## config.mk

```make
export PLATFORM = sky130hd
export DESIGN_NAME = png_stored_stream_encoder_flat
export DESIGN_NICKNAME = d
export VERILOG_FILES = /design/src/hdl/pse_pkg.sv /design/src/hdl/pse_in_if.sv /design/src/hdl/pse_out_if.sv /design/src/hdl/pse_front.sv /design/src/hdl/pse_back.sv /design/src/hdl/png_stored_stream_encoder.sv /design/src/flat_wrapper.sv
export SDC_FILE = /design/constraint.sdc
export NUM_CORES = 1
export LEC_CHECK = 0
export BUFFER_PORTS_ARGS = -buffer_cell sky130_fd_sc_hd__buf_2
export CAP_MARGIN = 20
export CELL_PAD_IN_SITES_DETAIL_PLACEMENT = 0
export CELL_PAD_IN_SITES_GLOBAL_PLACEMENT = 1
export CORE_MARGIN = 3
export CORE_UTILIZATION = 53
export DETAILED_ROUTE_END_ITERATION = 7
export PLACE_DENSITY = 0.88
export SETUP_SLACK_MARGIN = 0.02
export SKIP_LAST_GASP = 1
export SYNTH_ARGS = -nofsm -noshare
export SYNTH_HDL_FRONTEND = slang
export SYNTH_HIERARCHICAL = 1
export SYNTH_SLANG_ARGS = --single-unit
```

## constraint.sdc

```tcl
create_clock -name clk -period 18.7 [get_ports clk]
set_input_delay 1.87 -clock clk [delete_from_list [all_inputs] [get_ports clk]]
set_output_delay 1.87 -clock clk [all_outputs]
set_load 0.005 [all_outputs]
```

## src/hdl/pse_pkg.sv

```systemverilog
`default_nettype none
// ----------------------------------------------------------------------------
// pse_pkg
// Shared types, constants and functions of the PNG stored stream encoder.
// ----------------------------------------------------------------------------
package pse_pkg;

  localparam int DIM_W = 11;
  localparam logic [DIM_W-1:0] MAX_WIDTH  = 11'd1024;
  localparam logic [DIM_W-1:0] MAX_HEIGHT = 11'd1024;

  localparam logic [31:0] CRC_POLY   = 32'hEDB88320;
  localparam logic [15:0] ADLER_MOD  = 16'd65521;
  localparam logic [15:0] STORED_MAX = 16'hFFFF;
  localparam logic [7:0]  ZLIB_CMF   = 8'h78;
  localparam logic [7:0]  ZLIB_FLG   = 8'h01;
  localparam logic [7:0]  SIG_FIRST  = 8'h89;

  localparam logic [5:0] HDR_LAST  = 6'd42;
  localparam logic [5:0] TAIL_LAST = 6'd19;
  localparam logic [5:0] BLK_LAST  = 6'd4;

  localparam logic [1:0] SLOT_FILTER = 2'd0;
  localparam logic [1:0] SLOT_RED    = 2'd1;
  localparam logic [1:0] SLOT_GREEN  = 2'd2;
  localparam logic [1:0] SLOT_BLUE   = 2'd3;

  localparam logic REG_WIDTH  = 1'b0;
  localparam logic REG_HEIGHT = 1'b1;

  typedef enum logic [1:0] {
    ST_IDLE,
    ST_HDR,
    ST_PIX,
    ST_TAIL
  } state_t;

  typedef struct packed {
    logic        is_pixel;
    logic [23:0] rgb;
  } item_t;

  typedef struct packed {
    logic  valid;
    item_t item;
  } queue_t;

  function automatic logic [31:0] crc_byte(logic [31:0] c, logic [7:0] b);
    logic [31:0] x;
    x = c ^ {24'b0, b};
    for (int k = 0; k < 8; k++) begin
      x = x[0] ? (CRC_POLY ^ (x >> 1)) : (x >> 1);
    end
    return x;
  endfunction

  function automatic logic [DIM_W-1:0] dim_clamp(logic [DIM_W-1:0] v,
                                                 logic [DIM_W-1:0] vmax);
    logic [DIM_W-1:0] r;
    if (v == '0) begin
      r = DIM_W'(1);
    end else if (v > vmax) begin
      r = vmax;
    end else begin
      r = v;
    end
    return r;
  endfunction

endpackage
`default_nettype wire

```

## src/hdl/pse_in_if.sv

```systemverilog
`default_nettype none
// ----------------------------------------------------------------------------
// pse_in_if
// Command channel: start frame or one pixel.
// ----------------------------------------------------------------------------
interface pse_in_if;
  logic        valid;
  logic        ready;
  logic        command;
  logic [31:0] pixel_argb;

  modport source (output valid, command, pixel_argb, input ready);
  modport sink   (input valid, command, pixel_argb, output ready);
endinterface
`default_nettype wire

```

## src/hdl/pse_out_if.sv

```systemverilog
`default_nettype none
// ----------------------------------------------------------------------------
// pse_out_if
// Byte stream channel of the PNG file.
// ----------------------------------------------------------------------------
interface pse_out_if;
  logic       valid;
  logic       ready;
  logic [7:0] out_byte;
  logic       run_last;
  logic       file_last;

  modport source (output valid, out_byte, run_last, file_last, input ready);
  modport sink   (input valid, out_byte, run_last, file_last, output ready);
endinterface
`default_nettype wire

```

## src/hdl/pse_front.sv

```systemverilog
`default_nettype none
// ----------------------------------------------------------------------------
// pse_front
// Accepts command transactions, classifies them and queues them (2 deep).
// ----------------------------------------------------------------------------
module pse_front (
  input  wire logic            clk,
  input  wire logic            rst_n,
  input  wire logic            in_valid,
  output logic                 in_ready,
  input  wire logic            command,
  input  wire logic [31:0]     pixel_argb,
  output pse_pkg::queue_t      q,
  input  wire logic            q_pop
);
  import pse_pkg::*;

  item_t      mem_r [2];
  logic       wr_ptr_r, wr_ptr_nxt;
  logic       rd_ptr_r, rd_ptr_nxt;
  logic [1:0] count_r, count_nxt;
  logic       push;
  item_t      item_in;

  assign in_ready = (count_r != 2'd2);
  assign push     = in_valid && in_ready;

  assign item_in.is_pixel = command;
  assign item_in.rgb      = pixel_argb[23:0];

  assign q.valid = (count_r != 2'd0);
  assign q.item  = mem_r[rd_ptr_r];

  always_comb begin
    wr_ptr_nxt = push  ? ~wr_ptr_r : wr_ptr_r;
    rd_ptr_nxt = q_pop ? ~rd_ptr_r : rd_ptr_r;
    count_nxt  = count_r + {1'b0, push} - {1'b0, q_pop};
  end

  always_ff @(posedge clk) begin
    if (!rst_n) begin
      wr_ptr_r <= 1'b0;
      rd_ptr_r <= 1'b0;
      count_r  <= 2'd0;
    end else begin
      wr_ptr_r <= wr_ptr_nxt;
      rd_ptr_r <= rd_ptr_nxt;
      count_r  <= count_nxt;
    end
  end

  always_ff @(posedge clk) begin
    if (push) begin
      mem_r[wr_ptr_r] <= item_in;
    end
  end

endmodule
`default_nettype wire

```

## src/hdl/pse_back.sv

```systemverilog
`default_nettype none
// ----------------------------------------------------------------------------
// pse_back
// Byte sequencer: headers, stored blocks, raw bytes, checksums and trailer.
// ----------------------------------------------------------------------------
module pse_back (
  input  wire logic                    clk,
  input  wire logic                    rst_n,
  input  wire pse_pkg::queue_t         q,
  output logic                         q_pop,
  input  wire logic [pse_pkg::DIM_W-1:0] width_cfg,
  input  wire logic [pse_pkg::DIM_W-1:0] height_cfg,
  output logic                         out_valid,
  input  wire logic                    out_ready,
  output logic [7:0]                   out_byte,
  output logic                         run_last,
  output logic                         file_last
);
  import pse_pkg::*;

  state_t            state_r, state_nxt;
  logic [5:0]        idx_r;
  logic [1:0]        slot_r;
  logic [23:0]       rgb_r;
  logic [DIM_W-1:0]  wc_r, hc_r;
  logic [21:0]       raw_r, zlen_r;
  logic [31:0]       crc_r;
  logic [15:0]       adl_lo_r, adl_hi_r;
  logic [DIM_W-1:0]  col_r;
  logic [15:0]       blk_left_r;
  logic [21:0]       raw_left_r;
  logic              frame_open_r;
  logic              out_valid_r, run_last_r, file_last_r;
  logic [7:0]        out_byte_r;

  logic              adv, pop_item, start_hdr, start_pix, drop, go;
  logic              in_hdr, in_pix, in_tail;
  logic [5:0]        cur_idx;
  logic [1:0]        cur_slot;
  logic [23:0]       cur_rgb;
  logic [7:0]        byte_val;
  logic              byte_crc, crc_restart, is_last, file_end;
  logic              blk_needed, raw_end;
  logic [15:0]       blk_n;
  logic              blk_final;
  logic [31:0]       crc_inv;
  logic [7:0]        raw_val;
  logic [16:0]       adl_a, adl_b;
  logic [15:0]       adl_a16, adl_b16;
  logic [DIM_W-1:0]  col_inc, col_nxt, w_now;
  logic [11:0]       row_bytes;
  logic [16:0]       blk_sum;
  logic [1:0]        blk_extra;
  logic [6:0]        blocks;

  assign adv       = !out_valid_r || out_ready;
  assign pop_item  = (state_r == ST_IDLE) && q.valid;
  assign start_hdr = pop_item && !q.item.is_pixel;
  assign start_pix = pop_item && q.item.is_pixel && frame_open_r;
  assign drop      = pop_item && q.item.is_pixel && !frame_open_r;
  assign q_pop     = drop || ((start_hdr || start_pix) && adv);

  assign in_hdr  = start_hdr || (state_r == ST_HDR);
  assign in_pix  = start_pix || (state_r == ST_PIX);
  assign in_tail = (state_r == ST_TAIL);
  assign go      = adv && (in_hdr || in_pix || in_tail);

  assign cur_idx  = pop_item ? 6'd0 : idx_r;
  assign cur_slot = pop_item ? ((col_r == '0) ? SLOT_FILTER : SLOT_RED) : slot_r;
  assign cur_rgb  = pop_item ? q.item.rgb : rgb_r;

  assign crc_inv    = ~crc_r;
  assign blk_needed = (blk_left_r == 16'd0);
  assign blk_final  = (raw_left_r[21:16] == 6'd0);
  assign blk_n      = blk_final ? raw_left_r[15:0] : STORED_MAX;
  assign raw_end    = (raw_left_r == 22'd1);

  always_comb begin
    unique case (cur_slot)
      SLOT_FILTER: raw_val = 8'd0;
      SLOT_RED:    raw_val = cur_rgb[23:16];
      SLOT_GREEN:  raw_val = cur_rgb[15:8];
      SLOT_BLUE:   raw_val = cur_rgb[7:0];
      default:     raw_val = 8'd0;
    endcase
  end

  // adler update
  always_comb begin
    adl_a   = {1'b0, adl_lo_r} + {9'b0, raw_val};
    adl_a16 = (adl_a >= {1'b0, ADLER_MOD}) ? 16'(adl_a - {1'b0, ADLER_MOD}) : adl_a[15:0];
    adl_b   = {1'b0, adl_hi_r} + {1'b0, adl_a16};
    adl_b16 = (adl_b >= {1'b0, ADLER_MOD}) ? 16'(adl_b - {1'b0, ADLER_MOD}) : adl_b[15:0];
  end

  assign w_now   = dim_clamp(width_cfg, MAX_WIDTH);
  assign col_inc = col_r + DIM_W'(1);
  assign col_nxt = (col_inc >= w_now) ? '0 : col_inc;

  // byte selection
  always_comb begin
    byte_val    = 8'd0;
    byte_crc    = 1'b0;
    crc_restart = 1'b0;
    is_last     = 1'b0;
    file_end    = 1'b0;
    if (in_hdr) begin
      case (cur_idx)
        6'd0:  byte_val = SIG_FIRST;
        6'd1:  byte_val = 8'h50;
        6'd2:  byte_val = 8'h4E;
        6'd3:  byte_val = 8'h47;
        6'd4:  byte_val = 8'h0D;
        6'd5:  byte_val = 8'h0A;
        6'd6:  byte_val = 8'h1A;
        6'd7:  byte_val = 8'h0A;
        6'd11: byte_val = 8'd13;
        6'd12: begin byte_val = 8'h49; byte_crc = 1'b1; crc_restart = 1'b1; end
        6'd13: begin byte_val = 8'h48; byte_crc = 1'b1; end
        6'd14: begin byte_val = 8'h44; byte_crc = 1'b1; end
        6'd15: begin byte_val = 8'h52; byte_crc = 1'b1; end
        6'd16, 6'd17, 6'd20, 6'd21, 6'd26, 6'd27, 6'd28: begin
          byte_crc = 1'b1;
        end
        6'd18: begin byte_val = {5'b0, wc_r[10:8]}; byte_crc = 1'b1; end
        6'd19: begin byte_val = wc_r[7:0]; byte_crc = 1'b1; end
        6'd22: begin byte_val = {5'b0, hc_r[10:8]}; byte_crc = 1'b1; end
        6'd23: begin byte_val = hc_r[7:0]; byte_crc = 1'b1; end
        6'd24: begin byte_val = 8'd8; byte_crc = 1'b1; end
        6'd25: begin byte_val = 8'd2; byte_crc = 1'b1; end
        6'd29: byte_val = crc_inv[31:24];
        6'd30: byte_val = crc_inv[23:16];
        6'd31: byte_val = crc_inv[15:8];
        6'd32: byte_val = crc_inv[7:0];
        6'd34: byte_val = {2'b0, zlen_r[21:16]};
        6'd35: byte_val = zlen_r[15:8];
        6'd36: byte_val = zlen_r[7:0];
        6'd37: begin byte_val = 8'h49; byte_crc = 1'b1; crc_restart = 1'b1; end
        6'd38: begin byte_val = 8'h44; byte_crc = 1'b1; end
        6'd39: begin byte_val = 8'h41; byte_crc = 1'b1; end
        6'd40: begin byte_val = 8'h54; byte_crc = 1'b1; end
        6'd41: begin byte_val = ZLIB_CMF; byte_crc = 1'b1; end
        6'd42: begin byte_val = ZLIB_FLG; byte_crc = 1'b1; is_last = 1'b1; end
        default: byte_val = 8'd0;
      endcase
    end else if (in_pix) begin
      byte_crc = 1'b1;
      if (blk_needed) begin
        case (cur_idx[2:0])
          3'd0:    byte_val = {7'b0, blk_final};
          3'd1:    byte_val = blk_n[7:0];
          3'd2:    byte_val = blk_n[15:8];
          3'd3:    byte_val = ~blk_n[7:0];
          default: byte_val = ~blk_n[15:8];
        endcase
      end else begin
        byte_val = raw_val;
        is_last  = (cur_slot == SLOT_BLUE) && !raw_end;
      end
    end else if (in_tail) begin
      case (cur_idx)
        6'd0:  begin byte_val = adl_hi_r[15:8]; byte_crc = 1'b1; end
        6'd1:  begin byte_val = adl_hi_r[7:0];  byte_crc = 1'b1; end
        6'd2:  begin byte_val = adl_lo_r[15:8]; byte_crc = 1'b1; end
        6'd3:  begin byte_val = adl_lo_r[7:0];  byte_crc = 1'b1; end
        6'd4,  6'd16: byte_val = crc_inv[31:24];
        6'd5,  6'd17: byte_val = crc_inv[23:16];
        6'd6,  6'd18: byte_val = crc_inv[15:8];
        6'd7:  byte_val = crc_inv[7:0];
        6'd12: begin byte_val = 8'h49; byte_crc = 1'b1; crc_restart = 1'b1; end
        6'd13: begin byte_val = 8'h45; byte_crc = 1'b1; end
        6'd14: begin byte_val = 8'h4E; byte_crc = 1'b1; end
        6'd15: begin byte_val = 8'h44; byte_crc = 1'b1; end
        6'd19: begin byte_val = crc_inv[7:0]; is_last = 1'b1; file_end = 1'b1; end
        default: byte_val = 8'd0;
      endcase
    end
  end

  // next state
  always_comb begin
    state_nxt = state_r;
    unique case (state_r)
      ST_IDLE: begin
        if (start_hdr && adv) begin
          state_nxt = ST_HDR;
        end else if (start_pix && adv) begin
          state_nxt = (!blk_needed && raw_end) ? ST_TAIL :
                      (is_last ? ST_IDLE : ST_PIX);
        end
      end
      ST_HDR: begin
        if (go && (idx_r == HDR_LAST)) begin
          state_nxt = ST_IDLE;
        end
      end
      ST_PIX: begin
        if (go && !blk_needed) begin
          if (raw_end) begin
            state_nxt = ST_TAIL;
          end else if (slot_r == SLOT_BLUE) begin
            state_nxt = ST_IDLE;
          end
        end
      end
      ST_TAIL: begin
        if (go && (idx_r == TAIL_LAST)) begin
          state_nxt = ST_IDLE;
        end
      end
      default: state_nxt = ST_IDLE;
    endcase
  end

  assign row_bytes = 12'({1'b0, wc_r} + {wc_r, 1'b0}) + 12'd1;
  assign blk_sum   = {11'b0, raw_r[21:16]} + {1'b0, raw_r[15:0]};
  assign blk_extra = (blk_sum == 17'd0) ? 2'd0 :
                     ((blk_sum > {1'b0, STORED_MAX}) ? 2'd2 : 2'd1);
  assign blocks    = {1'b0, raw_r[21:16]} + {5'b0, blk_extra};

  always_ff @(posedge clk) begin
    raw_r  <= {10'b0, row_bytes} * {11'b0, hc_r};
    zlen_r <= raw_r + 22'd6 + ({15'b0, blocks} * 22'd5);
  end

  always_ff @(posedge clk) begin
    if (!rst_n) begin
      state_r      <= ST_IDLE;
      idx_r        <= 6'd0;
      slot_r       <= SLOT_FILTER;
      frame_open_r <= 1'b0;
      crc_r        <= '1;
      adl_lo_r     <= 16'd1;
      adl_hi_r     <= 16'd0;
      col_r        <= '0;
      blk_left_r   <= 16'd0;
      raw_left_r   <= 22'd0;
      out_valid_r  <= 1'b0;
    end else begin
      state_r <= state_nxt;
      if (adv) begin
        out_valid_r <= go;
      end
      if (start_hdr && adv) begin
        frame_open_r <= 1'b1;
        adl_lo_r     <= 16'd1;
        adl_hi_r     <= 16'd0;
        col_r        <= '0;
        blk_left_r   <= 16'd0;
      end
      if (go && byte_crc) begin
        crc_r <= crc_byte(crc_restart ? '1 : crc_r, byte_val);
      end
      if (go) begin
        if (in_hdr) begin
          idx_r <= (cur_idx == HDR_LAST) ? 6'd0 : cur_idx + 6'd1;
          if (cur_idx == HDR_LAST) begin
            raw_left_r <= raw_r;
          end
        end else if (in_pix) begin
          slot_r <= cur_slot;
          if (blk_needed) begin
            if (cur_idx == BLK_LAST) begin
              idx_r      <= 6'd0;
              blk_left_r <= blk_n;
            end else begin
              idx_r <= cur_idx + 6'd1;
            end
          end else begin
            idx_r      <= 6'd0;
            adl_lo_r   <= adl_a16;
            adl_hi_r   <= adl_b16;
            blk_left_r <= blk_left_r - 16'd1;
            raw_left_r <= raw_left_r - 22'd1;
            slot_r     <= cur_slot + 2'd1;
            if (raw_end || (cur_slot == SLOT_BLUE)) begin
              col_r <= col_nxt;
            end
          end
        end else begin
          idx_r <= (cur_idx == TAIL_LAST) ? 6'd0 : cur_idx + 6'd1;
          if (cur_idx == TAIL_LAST) begin
            frame_open_r <= 1'b0;
          end
        end
      end
    end
  end

  always_ff @(posedge clk) begin
    if (start_hdr && adv) begin
      wc_r <= dim_clamp(width_cfg, MAX_WIDTH);
      hc_r <= dim_clamp(height_cfg, MAX_HEIGHT);
    end
    if (start_pix && adv) begin
      rgb_r <= q.item.rgb;
    end
    if (go) begin
      out_byte_r  <= byte_val;
      run_last_r  <= is_last;
      file_last_r <= file_end;
    end
  end

  assign out_valid = out_valid_r;
  assign out_byte  = out_byte_r;
  assign run_last  = run_last_r;
  assign file_last = file_last_r;

endmodule
`default_nettype wire

```

## src/hdl/png_stored_stream_encoder.sv

```systemverilog
`default_nettype none
// ----------------------------------------------------------------------------
// png_stored_stream_encoder
// Streams an 8-bit RGB PNG file with stored deflate blocks.
// ----------------------------------------------------------------------------
// One byte leaves per cycle through the output register unless out_ready
// stalls it. A start yields 43 bytes, a pixel 3 or 4 (filter byte on a row
// start), plus 5 for each stored-block header and 20 for the checksum and
// IEND trailer after the last pixel. A two-deep command queue lets commands
// arrive while the sequencer is busy.
module png_stored_stream_encoder (
  input  wire logic        clk,
  input  wire logic        rst_n,
  pse_in_if.sink           in_ch,
  pse_out_if.source        out_ch,
  input  wire logic        psel,
  input  wire logic        penable,
  input  wire logic        pwrite,
  input  wire logic [2:0]  paddr,
  input  wire logic [31:0] pwdata,
  output logic [31:0]      prdata,
  output logic             pready
);
  import pse_pkg::*;

  logic [DIM_W-1:0] width_r, height_r;
  queue_t           q;
  logic             q_pop;
  logic             cfg_wr;

  assign pready = 1'b1;
  assign cfg_wr = psel && penable && pwrite && pready;

  always_ff @(posedge clk) begin
    if (!rst_n) begin
      width_r  <= 11'd256;
      height_r <= 11'd240;
    end else if (cfg_wr) begin
      unique case (paddr[2])
        REG_WIDTH:  width_r  <= pwdata[DIM_W-1:0];
        REG_HEIGHT: height_r <= pwdata[DIM_W-1:0];
        default:    width_r  <= width_r;
      endcase
    end
  end

  assign prdata = (paddr[2] == REG_HEIGHT) ? {21'b0, height_r} : {21'b0, width_r};

  pse_front u_front (
    .clk        (clk),
    .rst_n      (rst_n),
    .in_valid   (in_ch.valid),
    .in_ready   (in_ch.ready),
    .command    (in_ch.command),
    .pixel_argb (in_ch.pixel_argb),
    .q          (q),
    .q_pop      (q_pop)
  );

  pse_back u_back (
    .clk        (clk),
    .rst_n      (rst_n),
    .q          (q),
    .q_pop      (q_pop),
    .width_cfg  (width_r),
    .height_cfg (height_r),
    .out_valid  (out_ch.valid),
    .out_ready  (out_ch.ready),
    .out_byte   (out_ch.out_byte),
    .run_last   (out_ch.run_last),
    .file_last  (out_ch.file_last)
  );

  a_file_last_ends_run: assert property (@(posedge clk) disable iff (!rst_n)
    out_ch.valid && out_ch.file_last |-> out_ch.run_last)
    else $error("file_last without run_last");

  a_full_queue_offers: assert property (@(posedge clk) disable iff (!rst_n)
    !in_ch.ready |-> q.valid)
    else $error("queue full but nothing offered");

  a_pop_needs_item: assert property (@(posedge clk) disable iff (!rst_n)
    q_pop |-> q.valid)
    else $error("pop from empty queue");

endmodule
`default_nettype wire

```

## src/flat_wrapper.sv

```systemverilog
// flat-port wrapper written by rule: the top's interface ports become plain ports
module png_stored_stream_encoder_flat import pse_pkg::*;
  (clk, rst_n, psel, penable, pwrite, paddr, pwdata, prdata, pready, in_ch_valid, in_ch_command, in_ch_pixel_argb, in_ch_ready, out_ch_valid, out_ch_out_byte, out_ch_run_last, out_ch_file_last, out_ch_ready);
  pse_in_if in_ch_i ();
  pse_out_if out_ch_i ();
  input  wire logic clk;
  input  wire logic rst_n;
  input  wire logic psel;
  input  wire logic penable;
  input  wire logic pwrite;
  input  wire logic [2:0] paddr;
  input  wire logic [31:0] pwdata;
  output logic [31:0] prdata;
  output logic pready;
  input wire logic [$bits(in_ch_i.valid)-1:0] in_ch_valid;
  input wire logic [$bits(in_ch_i.command)-1:0] in_ch_command;
  input wire logic [$bits(in_ch_i.pixel_argb)-1:0] in_ch_pixel_argb;
  output wire logic [$bits(in_ch_i.ready)-1:0] in_ch_ready;
  output wire logic [$bits(out_ch_i.valid)-1:0] out_ch_valid;
  output wire logic [$bits(out_ch_i.out_byte)-1:0] out_ch_out_byte;
  output wire logic [$bits(out_ch_i.run_last)-1:0] out_ch_run_last;
  output wire logic [$bits(out_ch_i.file_last)-1:0] out_ch_file_last;
  input wire logic [$bits(out_ch_i.ready)-1:0] out_ch_ready;
  assign in_ch_i.valid = in_ch_valid;
  assign in_ch_i.command = in_ch_command;
  assign in_ch_i.pixel_argb = in_ch_pixel_argb;
  assign in_ch_ready = in_ch_i.ready;
  assign out_ch_valid = out_ch_i.valid;
  assign out_ch_out_byte = out_ch_i.out_byte;
  assign out_ch_run_last = out_ch_i.run_last;
  assign out_ch_file_last = out_ch_i.file_last;
  assign out_ch_i.ready = out_ch_ready;
  png_stored_stream_encoder u_core (.clk(clk), .rst_n(rst_n), .in_ch(in_ch_i), .out_ch(out_ch_i), .psel(psel), .penable(penable), .pwrite(pwrite), .paddr(paddr), .pwdata(pwdata), .prdata(prdata), .pready(pready));
endmodule
```

==> metrics.log, run 1 <==
INFO  metric final_layout_size_suffix_gt1_share = 9.26%
INFO  metric synth.ff_latch_count = 302
INFO  metric fmaxAchievable = 89.3 MHz
INFO  metric area_delta_synth_final = 6.94%
INFO  metric cts_tree = built
INFO  metric port_buffers = 66
INFO  metric ys.warnings.count = 6
INFO  metric antenna_violating_nets_post_route = 0
INFO  metric post_cts_repair_timing_setup_buffer_count = 0
INFO  metric worst_hold_path_type = reg -> reg
INFO  metric drv_cap = 0
INFO  metric maximum_number_of_pins_on_one_net_before_global_route_repair = 68
INFO  metric die_area = 0.0479 mm²
INFO  metric finalClockSkew = 0.0293 ns
INFO  metric dominant_cells_by_area_after_synthesis = dfxtp_1 16%, edfxtp_1 13%, fa_1 8.4%
INFO  metric grt_setup_unrepaired = false
INFO  metric worstSetupStartpointType = flop
INFO  metric initial_utilization = 54.0%
INFO  metric numClockSinks = 302
INFO  metric timing.setup.critical_path_class = reg -> reg
INFO  metric postSynthAreaPerCell = 8.79 µm²
INFO  metric postSynth.topFlopCell = dfxtp_1
INFO  metric tightestPinTransition = 1.23 ns
INFO  metric detailed_router_iteration_count_before_antenna_repair = 6
INFO  metric path_clk_slew = 0.06 ns
INFO  metric max_root_sink_buffers = 3
INFO  metric final_area = 0.0257 mm²
INFO  metric layout_min_cycle_time = 11.19 ns
INFO  metric antenna_found_initial = 0
INFO  metric setup_total_negative_slack = 0 ns
INFO  metric critPathRequiredTime = 19.16 ns
INFO  metric die_extent_in_x = 219 µm
INFO  metric timing.critical_path.buf_inv = 3
INFO  metric synth_enable_flop_cells = 106
INFO  metric number_of_cells_upsized_or_downsized_after_cts = 0
INFO  metric cp.arrival = 11.66 ns
INFO  metric crit_path_top_delay_cell = nor4_2
INFO  metric first_global_vias = 20200
INFO  metric avgViaCountPerCell = 6.19
INFO  metric postSynthCellCount = 2734
INFO  metric max_slew_margin = 17.7%
INFO  metric total_cell_area_at_the_placement_stage = 0.0246 mm²
INFO  metric std_cell_rows = 77
INFO  metric cts.hold.buffers_added = 0
INFO  metric detailroute.via_count = 20600
INFO  metric yosys.area.top_type_share = 16.3%
INFO  metric place_hpwl = 53100 µm
INFO  metric final_min_period_over_clock_period = 59.9%
INFO  metric clk_latency = 0.57 ns
INFO  metric drt_first_iter_violations = 1926
INFO  metric report.final.setup_viol = 0
INFO  metric wl_per_cell = 21.3 µm
INFO  metric outcome = completed
INFO  metric ys_seq_area_share = 29.6%
INFO  metric cts_htree_levels = 2
INFO  metric nNetsFinal = 3047
INFO  metric buffer_cell_driving_the_clock_tree_root = clkbuf_16
INFO  metric placeableCoreArea = 0.0445 mm²
INFO  metric hold_violations = 0
INFO  metric io_pins = 120
INFO  metric globalRouteTotalUtil = 29.4%
INFO  metric drv_slew = 0
INFO  metric first_pass_grt_wire_length = 112000 µm
INFO  metric synth_async_sr_flop_share = 0%
INFO  metric yosysUniqueCellTypes = 113
INFO  metric die-height = 219 µm
INFO  metric synth_commonest_cells = 273 x nand2_1, 203 x inv_1, 196 x dfxtp_1
INFO  metric routed_wl = 70900 µm
INFO  metric max_stage_delay = 0.83 ns
INFO  metric kind_of_end_point_of_the_critical_path = flop
INFO  metric post-synth-top-area-cell = dfxtp_1
INFO  metric n_antenna_cell = 0
INFO  metric path_delay_family = compound AO/OA/AOI/OAI gates
INFO  metric crit_fanout = 48
INFO  metric synth.most_common_cell = nand2_1
INFO  metric grt_overflow_total = 0
INFO  metric cts-buffers-inserted = 36
INFO  metric gp_routability_congestion = 0.961
INFO  metric synth.cell_area = 0.0240 mm²
INFO  metric worst_path_most_repeated_cell = a21oi_1
INFO  metric detail_route.drc_violations = 0
-- flip-flops by register name, indices dropped and copies added (netlist names), 8 cells and up, named ones only --
name / flops
u_core/height_r: 11
u_core/u_back/adl_hi_r: 16
u_core/u_back/adl_lo_r: 16
u_core/u_back/blk_left_r: 16
u_core/u_back/col_r: 11
u_core/u_back/crc_r: 32
u_core/u_back/hc_r: 11
u_core/u_back/out_byte: 8
u_core/u_back/raw_left_r: 22
u_core/u_back/raw_r: 22
u_core/u_back/rgb_r: 24
u_core/u_back/wc_r: 11
u_core/u_back/zlen_r: 22
u_core/u_front/mem_r: 50
u_core/width_r: 11
-- worst reg2reg max path: cells and delay by family (launching register included) --
family	cells	cell delay, ns
and+or+nand+nor	9	3.01
buffers and inverters	3	0.54
adders and majority gates	5	1.73
AOI/OAI and AO/OA	16	4.88
DFF	1	0.41
xor gates and xnor gates	2	0.52
-- placed cells by master (no fill, tap or decap), types with 21 or more instances in the layout --
cell type,instances
nand2b_1,21
edfxtp_1,106
mux2_2,41
nor2_1,194
and2_1,72
a21o_1,25
clkbuf_16,36
mux2i_1,32
ha_1,156
o211ai_1,34
xor2_1,52
nor3_1,62
nor4_1,30
o21ai_0,131
nand3_1,71
conb_1,22
a211oi_1,28
a22oi_1,31
buf_2,66
xnor2_1,101
nand2_1,273
o22ai_1,28
buf_4,28
nor2b_1,46
dfxtp_1,196
inv_1,202
fa_1,101
a31oi_1,36
a21oi_1,139
or3_1,32
-- cell families (layout without fill, tap and decap cells) --
family                   after synthesis  count (layout)  synth area share (%)
buffers and inverters                377             365                  6.60
adder cells (fa/ha/maj)              257             257                  16.5
AND/OR/NAND/NOR                      907             907                  18.7
flip-flops                           302             302                  29.6
multiplexers                          74              74                  3.30
AO/OA/AOI/OAI                        646             646                  18.2
other                                  2              22                0.0313
XOR/XNOR                             169             169                  7.02
-- metal layers --
metal / routed length (µm) / track usage, % / vias to the layer above / part of all wire (%)
met2: 34100 / 50.4 / 810 / 48
li1: - / - / 9611 / -
met4: 3600 / 13.5 / 0 / 5.1
met1: 28500 / 37.2 / 10000 / 40
met5: 0 / 0 / - / 0
met3: 4670 / 3.61 / 188 / 6.6
-- final timing paths --
check | startpoint | slack [ns] | end | depth (start not counted)
worst max-delay path | u_core/u_front/count_r[1] | 7.51 | u_core/u_back/adl_hi_r[6] | 35
worst min-delay path | u_core/u_back/idx_r[1] | 0.47 | u_core/u_back/idx_r[1] | 2
worst max register to register | u_core/u_front/count_r[1] | 7.51 | u_core/u_back/adl_hi_r[6] | 35
worst min register to register | u_core/u_back/idx_r[1] | 0.47 | u_core/u_back/idx_r[1] | 2
-- metrics by stage --
step	hold WS, ns	setup WS (ns)	cells	util (%)
after floorplan	0.445	9.49	2754	-
after global placement	0.455	8.13	3268	55.3
after detailed placement	0.463	7.82	3269	55.3
after CTS	0.469	7.71	3334	57.7
after global routing	0.501	6.76	3334	57.7
final	0.469	7.51	3334	57.7
-- area by class of cell --
class,instances,area [µm²]
Inverter,206,773
Fill cell,4019,18800
Clock buffer,47,982
Multi-Input combinational cell,2075,15400
Sequential cell,302,7110
Timing Repair Buffer,94,541
Clock inverter,18,110
Tap cell,592,741
Power of run 1 is not shown: default switching activity piles up to over one toggle a cycle in this logic, so the estimate is an artifact.
==> run 2: changes to the inputs <==
CORE_UTILIZATION = 49   (was 53)
PLACE_DENSITY = 0.82   (was 0.88)
clock period = 11.75 ns   (was 18.7 ns; I/O delays follow)
==> run 2 against run 1 <==
- setup slack lost 6.3 ns
- final area grew 1.2%
- utilization shrank 3.6 points
- clock skew shrank 0.0055 ns
- via count grew 0.72%
- routed wire length grew 2.2%
- non-clock buffer count grew 7
- cell count grew 1.1%
- highest routed layer is now met5
- clock-buffer cell count grew 2
- flip-flop and latch count is the same
- hold slack gained 0.0045 ns
==> metrics.log, run 2 (same netlist as run 1, synthesis figures left out) <==
INFO  metric report.final.setup_viol = 0
INFO  metric buffer_cell_driving_the_clock_tree_root = clkbuf_16
INFO  metric worstSetupStartpointType = flop
INFO  metric hold_violations = 0
INFO  metric critPathRequiredTime = 12.19 ns
INFO  metric io_pins = 120
INFO  metric placeableCoreArea = 0.0480 mm²
INFO  metric largest_reg_flops = 50
INFO  metric layout_commonest_cell = nand2_1
INFO  metric place_hpwl = 54300 µm
INFO  metric std_cell_rows = 80
INFO  metric numClockSinks = 302
INFO  metric cp.arrival = 10.97 ns
INFO  metric grt_overflow_total = 0
INFO  metric maximum_number_of_pins_on_one_net_before_global_route_repair = 62
INFO  metric cts.hold.buffers_added = 0
INFO  metric finalClockSkew = 0.0238 ns
INFO  metric largest_registers = u_core/u_front/mem_r x50, u_core/u_back/crc_r x32, u_core/u_back/rgb_r x24
INFO  metric crit-reg2reg-launch = u_core/u_front/count_r[1]
INFO  metric grtUsageMet3 = 4.78%
INFO  metric nNetsFinal = 3057
INFO  metric fmaxAchievable = 95.0 MHz
INFO  metric max_slew_margin = 29.8%
INFO  metric cts-buffers-inserted = 39
INFO  metric routed_wl = 72400 µm
INFO  metric first_global_vias = 20400
INFO  metric detailroute.via_count = 20800
INFO  metric post_cts_repair_timing_setup_buffer_count = 0
INFO  metric die-height = 227 µm
INFO  metric fillers = 4418
INFO  metric gr-usage-met2 = 47.6%
INFO  metric initial_utilization = 50.0%
INFO  metric reg2reg_depth = 37
INFO  metric number_of_cells_upsized_or_downsized_after_cts = 0
INFO  metric cts_tree = built
INFO  metric worst_hold_path_type = reg -> reg
INFO  metric worst_path_most_repeated_cell = a21oi_1
INFO  metric area_delta_synth_final = 8.23%
INFO  metric min_delay_worst_endpoint = u_core/u_back/idx_r[1]
INFO  metric globalRouteTotalUtil = 28.0%
INFO  metric antenna_found_initial = 2
INFO  metric drv_slew = 0
INFO  metric tightestPinTransition = 1.05 ns
INFO  metric avgViaCountPerCell = 6.16
INFO  metric antenna_violating_nets_post_route = 0
INFO  metric worst_hold_path_stage_count = 2
INFO  metric setup_total_negative_slack = 0 ns
INFO  metric r2r_setup_slack = 1.22 ns
INFO  metric first_pass_grt_wire_length = 114000 µm
INFO  metric die_area = 0.0517 mm²
INFO  metric timing.rr.end = u_core/u_back/adl_hi_r[6]
INFO  metric kind_of_end_point_of_the_critical_path = flop
INFO  metric timing.setup.critical_path_class = reg -> reg
INFO  metric path_clk_slew = 0.06 ns
INFO  metric detailed_router_iteration_count_before_antenna_repair = 5
INFO  metric final_min_period_over_clock_period = 89.6%
INFO  metric grt_setup_unrepaired = false
INFO  metric gp_routability_congestion = 1.00
INFO  metric wl_per_cell = 21.5 µm
INFO  metric die_extent_in_x = 227 µm
INFO  metric drv_cap = 0
INFO  metric largest-register = u_core/u_front/mem_r
INFO  metric final_layout_size_suffix_gt1_share = 10.0%
INFO  metric crit_path_top_delay_cell = or3b_4
INFO  metric cts_htree_levels = 2
INFO  metric grt_util_met1 = 35.2%
INFO  metric max_stage_delay = 0.80 ns
INFO  metric outcome = completed
INFO  metric hold_start = u_core/u_back/idx_r[1]
INFO  metric drt_first_iter_violations = 1632
INFO  metric max_root_sink_buffers = 3
INFO  metric gr-max-usage-layer = met2
INFO  metric port_buffers = 66
INFO  metric clk_latency = 0.56 ns
INFO  metric crit_fanout = 50
INFO  metric layout_min_cycle_time = 10.53 ns
INFO  metric detail_route.drc_violations = 0
INFO  metric most-common-layout-cells = 273 x nand2_1, 202 x inv_1, 196 x dfxtp_1, 194 x nor2_1, 156 x ha_1
-- run 2: cell count changes in the layout (fill, tap and decap cells not counted), moves of 2 or more --
cell       before  now
bufinv_16       0    3
clkinv_2        4   10
buf_4          28   33
clkbuf_1        7    3
clkinv_1       10    6
clkbuf_16      36   40
clkbuf_8        4    6
-- run 2: worst max-delay path by stage --
stage / startpoint / end / slack [ns] / cells past startpoint
after global routing: u_core/u_front/count_r[1] / u_core/u_back/adl_hi_r[6] / 0.31 / 36
after global placement: u_core/u_front/count_r[1] / u_core/u_back/adl_hi_r[6] / 1.56 / 37
after floorplan: u_core/u_front/count_r[1] / u_core/u_back/adl_hi_r[6] / 2.54 / 41
final: u_core/u_front/count_r[1] / u_core/u_back/adl_hi_r[6] / 1.22 / 37
after detailed placement: u_core/u_front/count_r[1] / u_core/u_back/adl_hi_r[6] / 1.39 / 37
after CTS: u_core/u_front/count_r[1] / u_core/u_back/adl_hi_r[6] / 1.31 / 37
-- run 2: through the flow --
| step | utilization [%] | area [µm²] | hold slack [ns] | std cells | setup WS, ns |
|---|---|---|---|---|---|
| after floorplan | - | 24100 | 0.445 | 2754 | 2.54 |
| after CTS | 54.1 | 26000 | 0.473 | 3369 | 1.31 |
| after global placement | 51.3 | 24700 | 0.458 | 3297 | 1.56 |
| after global routing | 54.1 | 26000 | 0.497 | 3370 | 0.306 |
| after detailed placement | 51.4 | 24700 | 0.465 | 3298 | 1.39 |
| final | 54.1 | 26000 | 0.473 | 3371 | 1.22 |
-- run 2: area by class of cell --
class / instances / area [µm²] / area share (%)
antenna: 1 / 2.50 / 0.00962
inverter: 206 / 773 / 2.97
clock inverter: 22 / 211 / 0.813
multi-input combinational: 2075 / 15400 / 59.4
sequential: 302 / 7110 / 27.3
tap: 615 / 769 / 2.96
clock buffer: 49 / 1090 / 4.21
timing repair buffer: 101 / 601 / 2.31
-- run 2: layer usage --
metal  wire [µm]  share of wire, %
met5          26             0.036
met4        3270               4.5
met3        4850               6.7
met2       34600                48
met1       29700                41
-- run 2: worst max-delay path, delay by kind of cell, from the launching register on --
| family | cells | cell delay [ns] |
|---|---|---|
| flip-flops | 1 | 0.35 |
| XOR/XNOR | 2 | 0.53 |
| adder cells (fa/ha/maj) | 5 | 1.67 |
| AND/OR/NAND/NOR | 9 | 2.86 |
| buffers and inverters | 4 | 0.49 |
| AO/OA/AOI/OAI | 17 | 4.45 |
Power of run 2 is left out for the same reason.
